===== config.mk =====
export PLATFORM = sky130hd
export DESIGN_NAME = hamming_sec_codec_core_flat
export DESIGN_NICKNAME = d
export VERILOG_FILES = /design/src/hsc_pkg.sv /design/src/hsc_if.sv /design/src/hamming_sec_codec_core.sv /design/src/flat_wrapper.sv
export SDC_FILE = /design/constraint.sdc
export NUM_CORES = 1
export LEC_CHECK = 0
export ABC_AREA = 1
export BUFFER_PORTS_ARGS = -buffer_cell sky130_fd_sc_hd__buf_2
export CAP_MARGIN = 20
export CORE_ASPECT_RATIO = 0.9
export CORE_UTILIZATION = 46
export CTS_CLUSTER_DIAMETER = 150
export CTS_CLUSTER_SIZE = 10
export DETAILED_ROUTE_END_ITERATION = 10
export SYNTH_ARGS = -nofsm -noshare
export SYNTH_HDL_FRONTEND = slang
export SYNTH_SLANG_ARGS = --single-unit

===== constraint.sdc =====
create_clock -name clk -period 9.8 [get_ports clk]
set_input_delay 0 -clock clk [delete_from_list [all_inputs] [get_ports clk]]
set_output_delay 0 -clock clk [all_outputs]
set_load 0.1 [all_outputs]

===== src/hsc_pkg.sv =====
// ----------------------------------------------------------------------------
// hsc_pkg
// Shared widths, codes and helper functions of the Hamming SEC codec.
// ----------------------------------------------------------------------------
package hsc_pkg;

	localparam int WORD_W   = 63;   // codeword field width
	localparam int DATA_W   = 57;   // data field width
	localparam int SYND_W   = 6;    // syndrome width
	localparam int LEN_W    = 6;    // data length register width
	localparam int PAR_W    = 3;    // parity count width
	localparam int STATUS_W = 2;

	// Length after reset: four data bits, seven code bits
	localparam logic [LEN_W-1:0] RESET_LEN = LEN_W'(4);

	typedef enum logic [STATUS_W-1:0] {
		ST_OK        = 2'd0,
		ST_CORRECTED = 2'd1,
		ST_RANGE     = 2'd2
	} status_t;

	typedef enum logic {
		FUNC_ENCODE = 1'b0,
		FUNC_DECODE = 1'b1
	} func_t;

	// Smallest r with 2^r >= m + r + 1
	function automatic logic [PAR_W-1:0] parity_count(input logic [LEN_W-1:0] m);
		logic [PAR_W-1:0] r;
		r = '0;
		for (int k = 0; k < 7; k++) begin
			if ((32'd1 << r) < (32'(m) + 32'(r) + 32'd1)) begin
				r = r + PAR_W'(1);
			end
		end
		return r;
	endfunction

	// Largest data length whose codeword fits in max_code bits
	function automatic int max_data_len(input int max_code);
		int res;
		res = 1;
		for (int m = 1; m <= DATA_W; m++) begin
			if (m + int'(parity_count(LEN_W'(m))) <= max_code) begin
				res = m;
			end
		end
		return res;
	endfunction

	// Codeword bits whose position (index + 1) has syndrome bit j set
	function automatic logic [WORD_W-1:0] group_mask(input int j);
		logic [WORD_W-1:0] msk;
		msk = '0;
		for (int i = 1; i <= WORD_W; i++) begin
			msk[i-1] = ((i >> j) & 1) == 1;
		end
		return msk;
	endfunction

endpackage


===== src/hsc_if.sv =====
// ----------------------------------------------------------------------------
// hsc_req_if / hsc_rsp_if
// Valid/ready channels of the codec: request in, result out.
// ----------------------------------------------------------------------------
interface hsc_req_if;
	logic                       valid;
	logic                       ready;
	logic                       func;
	logic [hsc_pkg::WORD_W-1:0] word;

	modport source (output valid, output func, output word, input ready);
	modport sink   (input valid, input func, input word, output ready);
endinterface

interface hsc_rsp_if;
	logic                         valid;
	logic                         ready;
	logic [hsc_pkg::WORD_W-1:0]   code_word;
	logic [hsc_pkg::DATA_W-1:0]   data_out;
	logic [hsc_pkg::SYND_W-1:0]   syndrome;
	logic [hsc_pkg::STATUS_W-1:0] status;

	modport source (output valid, output code_word, output data_out, output syndrome,
		output status, input ready);
	modport sink   (input valid, input code_word, input data_out, input syndrome,
		input status, output ready);
endinterface


===== src/hamming_sec_codec_core.sv =====
// ----------------------------------------------------------------------------
// hamming_sec_codec_core
// Even-parity Hamming single-error-correcting encoder/decoder, data length
// set by a register, four-stage pipeline.
// ----------------------------------------------------------------------------
//
//  channel   dir   handshake       payload
//  --------  ----  --------------  ------------------------------------------
//  req       in    valid / ready   func, word
//  rsp       out   valid / ready   code_word, data_out, syndrome, status
//  cfg       in    cfg_we          cfg_wdata (data length m)
//
//  Four register stages, s1 to s4: a request is registered into s1 when it is
//  accepted and its result is valid once it reaches s4; one request is accepted
//  every cycle while the output is not stalled. Stages: place/mask, syndrome XOR
//  trees, parity insert or correction, data extraction into the output register.
//  A stalled result freezes the whole pipeline; nothing is dropped.
//  Reset clears all valid bits and sets the data length to four.
// ----------------------------------------------------------------------------
module hamming_sec_codec_core #(
	parameter int MAX_CODE_BITS = 63
) (
	input  logic                       clk,
	input  logic                       arst_n,
	input  logic                       cfg_we,
	input  logic [hsc_pkg::LEN_W-1:0]  cfg_wdata,
	hsc_req_if.sink                    req,
	hsc_rsp_if.source                  rsp
);

	localparam int WORD_W = hsc_pkg::WORD_W;
	localparam int DATA_W = hsc_pkg::DATA_W;
	localparam int SYND_W = hsc_pkg::SYND_W;
	localparam int LEN_W  = hsc_pkg::LEN_W;
	localparam int M_LIMIT = hsc_pkg::max_data_len(MAX_CODE_BITS);

	localparam logic [LEN_W-1:0] RST_N_LEN =
		hsc_pkg::RESET_LEN + LEN_W'(hsc_pkg::parity_count(hsc_pkg::RESET_LEN));

	// ------------------------------------------------------------------
	// Configuration: decode the data length once, at the write.
	// ------------------------------------------------------------------
	logic [LEN_W-1:0]  n_q;        // codeword length
	logic [WORD_W-1:0] nmask_q;    // ones below n
	logic [DATA_W-1:0] dmask_q;    // ones below m

	logic [LEN_W-1:0]  m_new;
	logic [LEN_W-1:0]  n_new;

	always_comb begin
		m_new = cfg_wdata;
		// Treat zero length as one; clamp to what fits the code size
		if (m_new == '0) begin
			m_new = LEN_W'(1);
		end
		if (m_new > LEN_W'(M_LIMIT)) begin
			m_new = LEN_W'(M_LIMIT);
		end
		n_new = m_new + LEN_W'(hsc_pkg::parity_count(m_new));
	end

	always_ff @(posedge clk or negedge arst_n) begin
		if (!arst_n) begin
			n_q     <= RST_N_LEN;
			nmask_q <= {WORD_W{1'b1}} >> (WORD_W - int'(RST_N_LEN));
			dmask_q <= {DATA_W{1'b1}} >> (DATA_W - int'(hsc_pkg::RESET_LEN));
		end else if (cfg_we) begin
			n_q     <= n_new;
			nmask_q <= {WORD_W{1'b1}} >> (7'(WORD_W) - 7'(n_new));
			dmask_q <= {DATA_W{1'b1}} >> (7'(DATA_W) - 7'(m_new));
		end
	end

	// ------------------------------------------------------------------
	// Pipeline control: advance every stage while the output can move.
	// ------------------------------------------------------------------
	logic adv;
	logic vld_s1, vld_s2, vld_s3, vld_s4;

	assign adv       = !vld_s4 || rsp.ready;
	assign req.ready = adv;

	always_ff @(posedge clk or negedge arst_n) begin
		if (!arst_n) begin
			vld_s1 <= 1'b0;
			vld_s2 <= 1'b0;
			vld_s3 <= 1'b0;
			vld_s4 <= 1'b0;
		end else if (adv) begin
			vld_s1 <= req.valid;
			vld_s2 <= vld_s1;
			vld_s3 <= vld_s2;
			vld_s4 <= vld_s3;
		end
	end

	// ------------------------------------------------------------------
	// Stage 1: scatter data to non-power-of-two positions (encode) or
	// mask the received word to n bits (decode).
	// ------------------------------------------------------------------
	logic [WORD_W-1:0] placed;
	logic [DATA_W-1:0] dat_in;

	always_comb begin
		int k;
		k      = 0;
		dat_in = req.word[DATA_W-1:0] & dmask_q;
		placed = '0;
		for (int i = 1; i <= WORD_W; i++) begin
			if ((i & (i - 1)) != 0) begin
				placed[i-1] = dat_in[k];
				k = k + 1;
			end
		end
	end

	logic              func_s1;
	logic [WORD_W-1:0] cw_s1;

	always_ff @(posedge clk) begin
		if (adv) begin
			func_s1 <= req.func;
			cw_s1   <= (req.func == hsc_pkg::FUNC_DECODE) ? (req.word & nmask_q) : placed;
		end
	end

	// ------------------------------------------------------------------
	// Stage 2: syndrome, one XOR tree per bit over its check group.
	// ------------------------------------------------------------------
	logic [SYND_W-1:0] syn;

	always_comb begin
		for (int j = 0; j < SYND_W; j++) begin
			syn[j] = ^(cw_s1 & hsc_pkg::group_mask(j));
		end
	end

	logic              func_s2;
	logic [WORD_W-1:0] cw_s2;
	logic [SYND_W-1:0] syn_s2;

	always_ff @(posedge clk) begin
		if (adv) begin
			func_s2 <= func_s1;
			cw_s2   <= cw_s1;
			syn_s2  <= syn;
		end
	end

	// ------------------------------------------------------------------
	// Stage 3: encode sets the parity bits from the syndrome (those
	// positions are still zero); decode flips the addressed bit, or flags
	// a syndrome that points past the codeword.
	// ------------------------------------------------------------------
	logic [WORD_W-1:0]    cw_fix;
	logic [SYND_W-1:0]    syn_fix;
	hsc_pkg::status_t     st_fix;

	always_comb begin
		cw_fix  = cw_s2;
		syn_fix = '0;
		st_fix  = hsc_pkg::ST_OK;
		if (func_s2 == hsc_pkg::FUNC_ENCODE) begin
			for (int j = 0; j < SYND_W; j++) begin
				cw_fix[(1 << j) - 1] = syn_s2[j];
			end
		end else begin
			syn_fix = syn_s2;
			if (syn_s2 != '0) begin
				if (syn_s2 <= n_q) begin
					cw_fix = cw_s2 ^ (WORD_W'(1) << (syn_s2 - SYND_W'(1)));
					st_fix = hsc_pkg::ST_CORRECTED;
				end else begin
					st_fix = hsc_pkg::ST_RANGE;
				end
			end
		end
	end

	logic [WORD_W-1:0] cw_s3;
	logic [SYND_W-1:0] syn_s3;
	hsc_pkg::status_t  st_s3;

	always_ff @(posedge clk) begin
		if (adv) begin
			cw_s3  <= cw_fix;
			syn_s3 <= syn_fix;
			st_s3  <= st_fix;
		end
	end

	// ------------------------------------------------------------------
	// Stage 4: gather the data bits into the output register. Bits above
	// n are zero, so data above m comes out zero.
	// ------------------------------------------------------------------
	logic [DATA_W-1:0] gathered;

	always_comb begin
		int k;
		k        = 0;
		gathered = '0;
		for (int i = 1; i <= WORD_W; i++) begin
			if ((i & (i - 1)) != 0) begin
				gathered[k] = cw_s3[i-1];
				k = k + 1;
			end
		end
	end

	logic [WORD_W-1:0] cw_s4;
	logic [DATA_W-1:0] dat_s4;
	logic [SYND_W-1:0] syn_s4;
	hsc_pkg::status_t  st_s4;

	always_ff @(posedge clk) begin
		if (adv) begin
			cw_s4  <= cw_s3;
			dat_s4 <= gathered;
			syn_s4 <= syn_s3;
			st_s4  <= st_s3;
		end
	end

	assign rsp.valid     = vld_s4;
	assign rsp.code_word = cw_s4;
	assign rsp.data_out  = dat_s4;
	assign rsp.syndrome  = syn_s4;
	assign rsp.status    = st_s4;

endmodule

===== src/flat_wrapper.sv =====
// flat-port wrapper written by rule: the top's interface ports become plain ports
module hamming_sec_codec_core_flat 
#(
	parameter int MAX_CODE_BITS = 63
)
  (clk, arst_n, cfg_we, cfg_wdata, req_valid, req_func, req_word, req_ready, rsp_valid, rsp_code_word, rsp_data_out, rsp_syndrome, rsp_status, rsp_ready);
  hsc_req_if req_i ();
  hsc_rsp_if rsp_i ();
  input  logic clk;
  input  logic arst_n;
  input  logic cfg_we;
  input  logic [hsc_pkg::LEN_W-1:0] cfg_wdata;
  input wire logic [$bits(req_i.valid)-1:0] req_valid;
  input wire logic [$bits(req_i.func)-1:0] req_func;
  input wire logic [$bits(req_i.word)-1:0] req_word;
  output wire logic [$bits(req_i.ready)-1:0] req_ready;
  output wire logic [$bits(rsp_i.valid)-1:0] rsp_valid;
  output wire logic [$bits(rsp_i.code_word)-1:0] rsp_code_word;
  output wire logic [$bits(rsp_i.data_out)-1:0] rsp_data_out;
  output wire logic [$bits(rsp_i.syndrome)-1:0] rsp_syndrome;
  output wire logic [$bits(rsp_i.status)-1:0] rsp_status;
  input wire logic [$bits(rsp_i.ready)-1:0] rsp_ready;
  assign req_i.valid = req_valid;
  assign req_i.func = req_func;
  assign req_i.word = req_word;
  assign req_ready = req_i.ready;
  assign rsp_valid = rsp_i.valid;
  assign rsp_code_word = rsp_i.code_word;
  assign rsp_data_out = rsp_i.data_out;
  assign rsp_syndrome = rsp_i.syndrome;
  assign rsp_status = rsp_i.status;
  assign rsp_i.ready = rsp_ready;
  hamming_sec_codec_core #(.MAX_CODE_BITS(MAX_CODE_BITS)) u_core (.clk(clk), .arst_n(arst_n), .cfg_we(cfg_we), .cfg_wdata(cfg_wdata), .req(req_i), .rsp(rsp_i));
endmodule

==> flow_summary.toml <==
[outcome]
status = "finished, violations left"
violations = "negative setup slack"

[sta]
setup_viol = 68
rsz0062_at_grt = "yes"
tightest_slew_ps = 1040
max_freq_mhz = 65.6
relSlewSlack = 0.304
fin_setup_tns_ps = -361730
report.final.slew_viol_count = 0
fin_skew_ps = 21.2
hold_viol = 0
finalCriticalPeriod_ps = 15240
postLayoutSetupSlackWorst_ps = -5440
fin_crit_sh = 1.56

[cts]
numCtsBuffers = 46
clk-insertion-delay-late_ps = 550
ctsRootBufferMaster = "clkbuf_16"
clock_path_buffers = 3
cts_tree = "built"
path_clk_slew_ps = 60
cts.sinks = 405
cts-htree-levels = 2

[yosys]
synth_mux_area_frac = 0
ys_ff_latch = 405
synth_cells = 1900
synthFlopType = "edfxtp_1"
synth_top_family_by_area = "simple AND/OR/NAND/NOR gates"
syn-cell-area_um2 = 20300
yosysWarnings = 0
avgSynthCellArea_um2 = 10.7
synth_simple_gate_area_frac = 0.148
synth_compound_area_frac = 0.0542
async_reset_ff_frac = 0.319
synth.distinct_cells = 41
ys_seq_area_frac = 0.569
synth-xor-area-share = 0.0994
synthAdderAreaFrac = 0.0646
synth_edf_count = 276

[floorplanning]
core_um2 = 43200
die_x_um = 223
row_count = 72
ios = 205
chipHeight_um = 201
die_area_um2 = 44900
start_util = 0.468

[place]
dpl_worst_slack_ps = -6620
portBuffers = 204
placedCellCount = 2705
globalplace.congestion = 0.913
dpl.hpwl_mm = 40.2

[critical_path]
worst_setup_path_start_kind = "input pin"
crit_path_start = "cfg_wdata[3]"
path_class = "input pin to register"
cp_max_fo = 5
critical_path.top_delay_family = "adder cells"
r2r_start = "u_core.syn_s2[3]"
crit_required_ps = 10260
r2r_setup_slack_ps = 6080
cp_slowest_cell = "fa_2"
path_buf_inv = 24
end_kind = "register"
critical_path.most_common_cell = "inv_2"
arrival_ps = 15700
crit_path_max_incr_delay_ps = 540

[route]
drt_iter0_drc = 1237
drcViolationCount = 0
dr.pass1.iters = 7
vias = 15200
ant_nets = 0
vias_per_cell = 5.20
routed_wl_mm = 55.7
routed_wire_length_per_instance_um = 19.1

[run]
cap_violations = 0

[final_layout]
drive_gt1_frac = 0.309
final_util = 0.613
syn_to_final_growth_pct = 30.9
stdcell_count = 2921
fill_cells = 3491
layout_commonest_cell = "edfxtp_1"
final_cell_mix = "edfxtp_1, nand2_1, buf_2"
fin_nets = 2515

[grt]
grt_overflow = 0
grt_max_degree = 86
grt_pass1_wl_mm = 84.8
grt_pass1_vias = 15000
grt_use_total = 0.246
antenna_found_initial = 3

[min_path]
hold_path_class = "input pin to asynchronous set/reset pin"
-- worst paths after layout --
path,end,cells after the start
setup reg to reg,u_core.cw_s3[56],11
max in group asynchronous,u_core.n_q[0],4
min in group clk,u_core.cw_s1[45],3
setup / recovery,u_core.nmask_q[19],105
hold / removal,u_core.nmask_q[23],2
hold reg to reg,u_core.rsp.syndrome[3],0
-- per-stage QoR --
step / instance area (um2) / hold slack, ps
after global routing: 26500 / 27.7
final: 26500 / 38.9
after floorplan: 20700 / -296
after CTS: 26000 / 9.00
after global placement: 22900 / 89.2
after detailed placement: 22900 / 92.3
-- cells in the mapped netlist (23+ instances only) --
library cell | n | area, um2
o21ai_0 | 89 | 445
inv_1 | 160 | 601
edfxtp_1 | 276 | 8290
xor2_1 | 77 | 674
nand4_1 | 25 | 156
ha_1 | 95 | 1190
nor2_1 | 147 | 552
xnor2_1 | 153 | 1340
nand2_1 | 270 | 1010
nor3_1 | 23 | 115
buf_4 | 59 | 443
nand3_1 | 176 | 881
a21oi_1 | 71 | 355
clkbuf_1 | 52 | 195
dfrtp_1 | 115 | 2880
-- routing by layer --
layer / track usage / wire (um) / part of all wire / vias to the layer above
met2: 0.396 / 25800 / 0.46 / 553
met4: 0.0643 / 1500 / 0.027 / 0
li1: - / - / - / 7214
met1: 0.347 / 25000 / 0.45 / 7319
met5: 0 / 0 / 0 / -
met3: 0.0375 / 3340 / 0.060 / 109
-- sequential cells by signal, summed over array words and instances, names as in the netlist, 57 cells and up --
name,flops
u_core.cw_s1,63
u_core.cw_s2,63
u_core.cw_s3,63
u_core.dmask_q,57
u_core.nmask_q,63
u_core.rsp.code_word,63
-- timing repair --
action                                  CTS  global route
pin swaps                               100            56
hold buffers                             86             0
setup buffers                            43            17
resized for setup                       177           101
endpoints found under the setup margin   68            68
endpoints found under the hold margin   117             0
cloned                                    1             0
-- cells by family (layout without fill, tap and decap cells) --
group,count (synthesis),count (layout)
other cells,1,5
simple gates,678,678
compound gates,200,200
flops,405,405
xor+xnor,230,230
buf+inv,285,747
fa+ha+maj,101,101
-- final cells by class --
cell class                      count  area, um2  share of cell area
Sequential cell                   405      11500               0.435
Clock inverter                      2       15.0            0.000566
Inverter                          165        646              0.0243
Tap cell                          555        694              0.0262
Clock buffer                       72       1270              0.0479
Multi-Input combinational cell   1213       8580               0.324
Timing Repair Buffer              508       3780               0.142
Antenna cell                        1       2.50           0.0000943
Power is left out: the tool's default activity adds up to more than one toggle a clock period on the data nets, which glitch-free logic cannot reach.
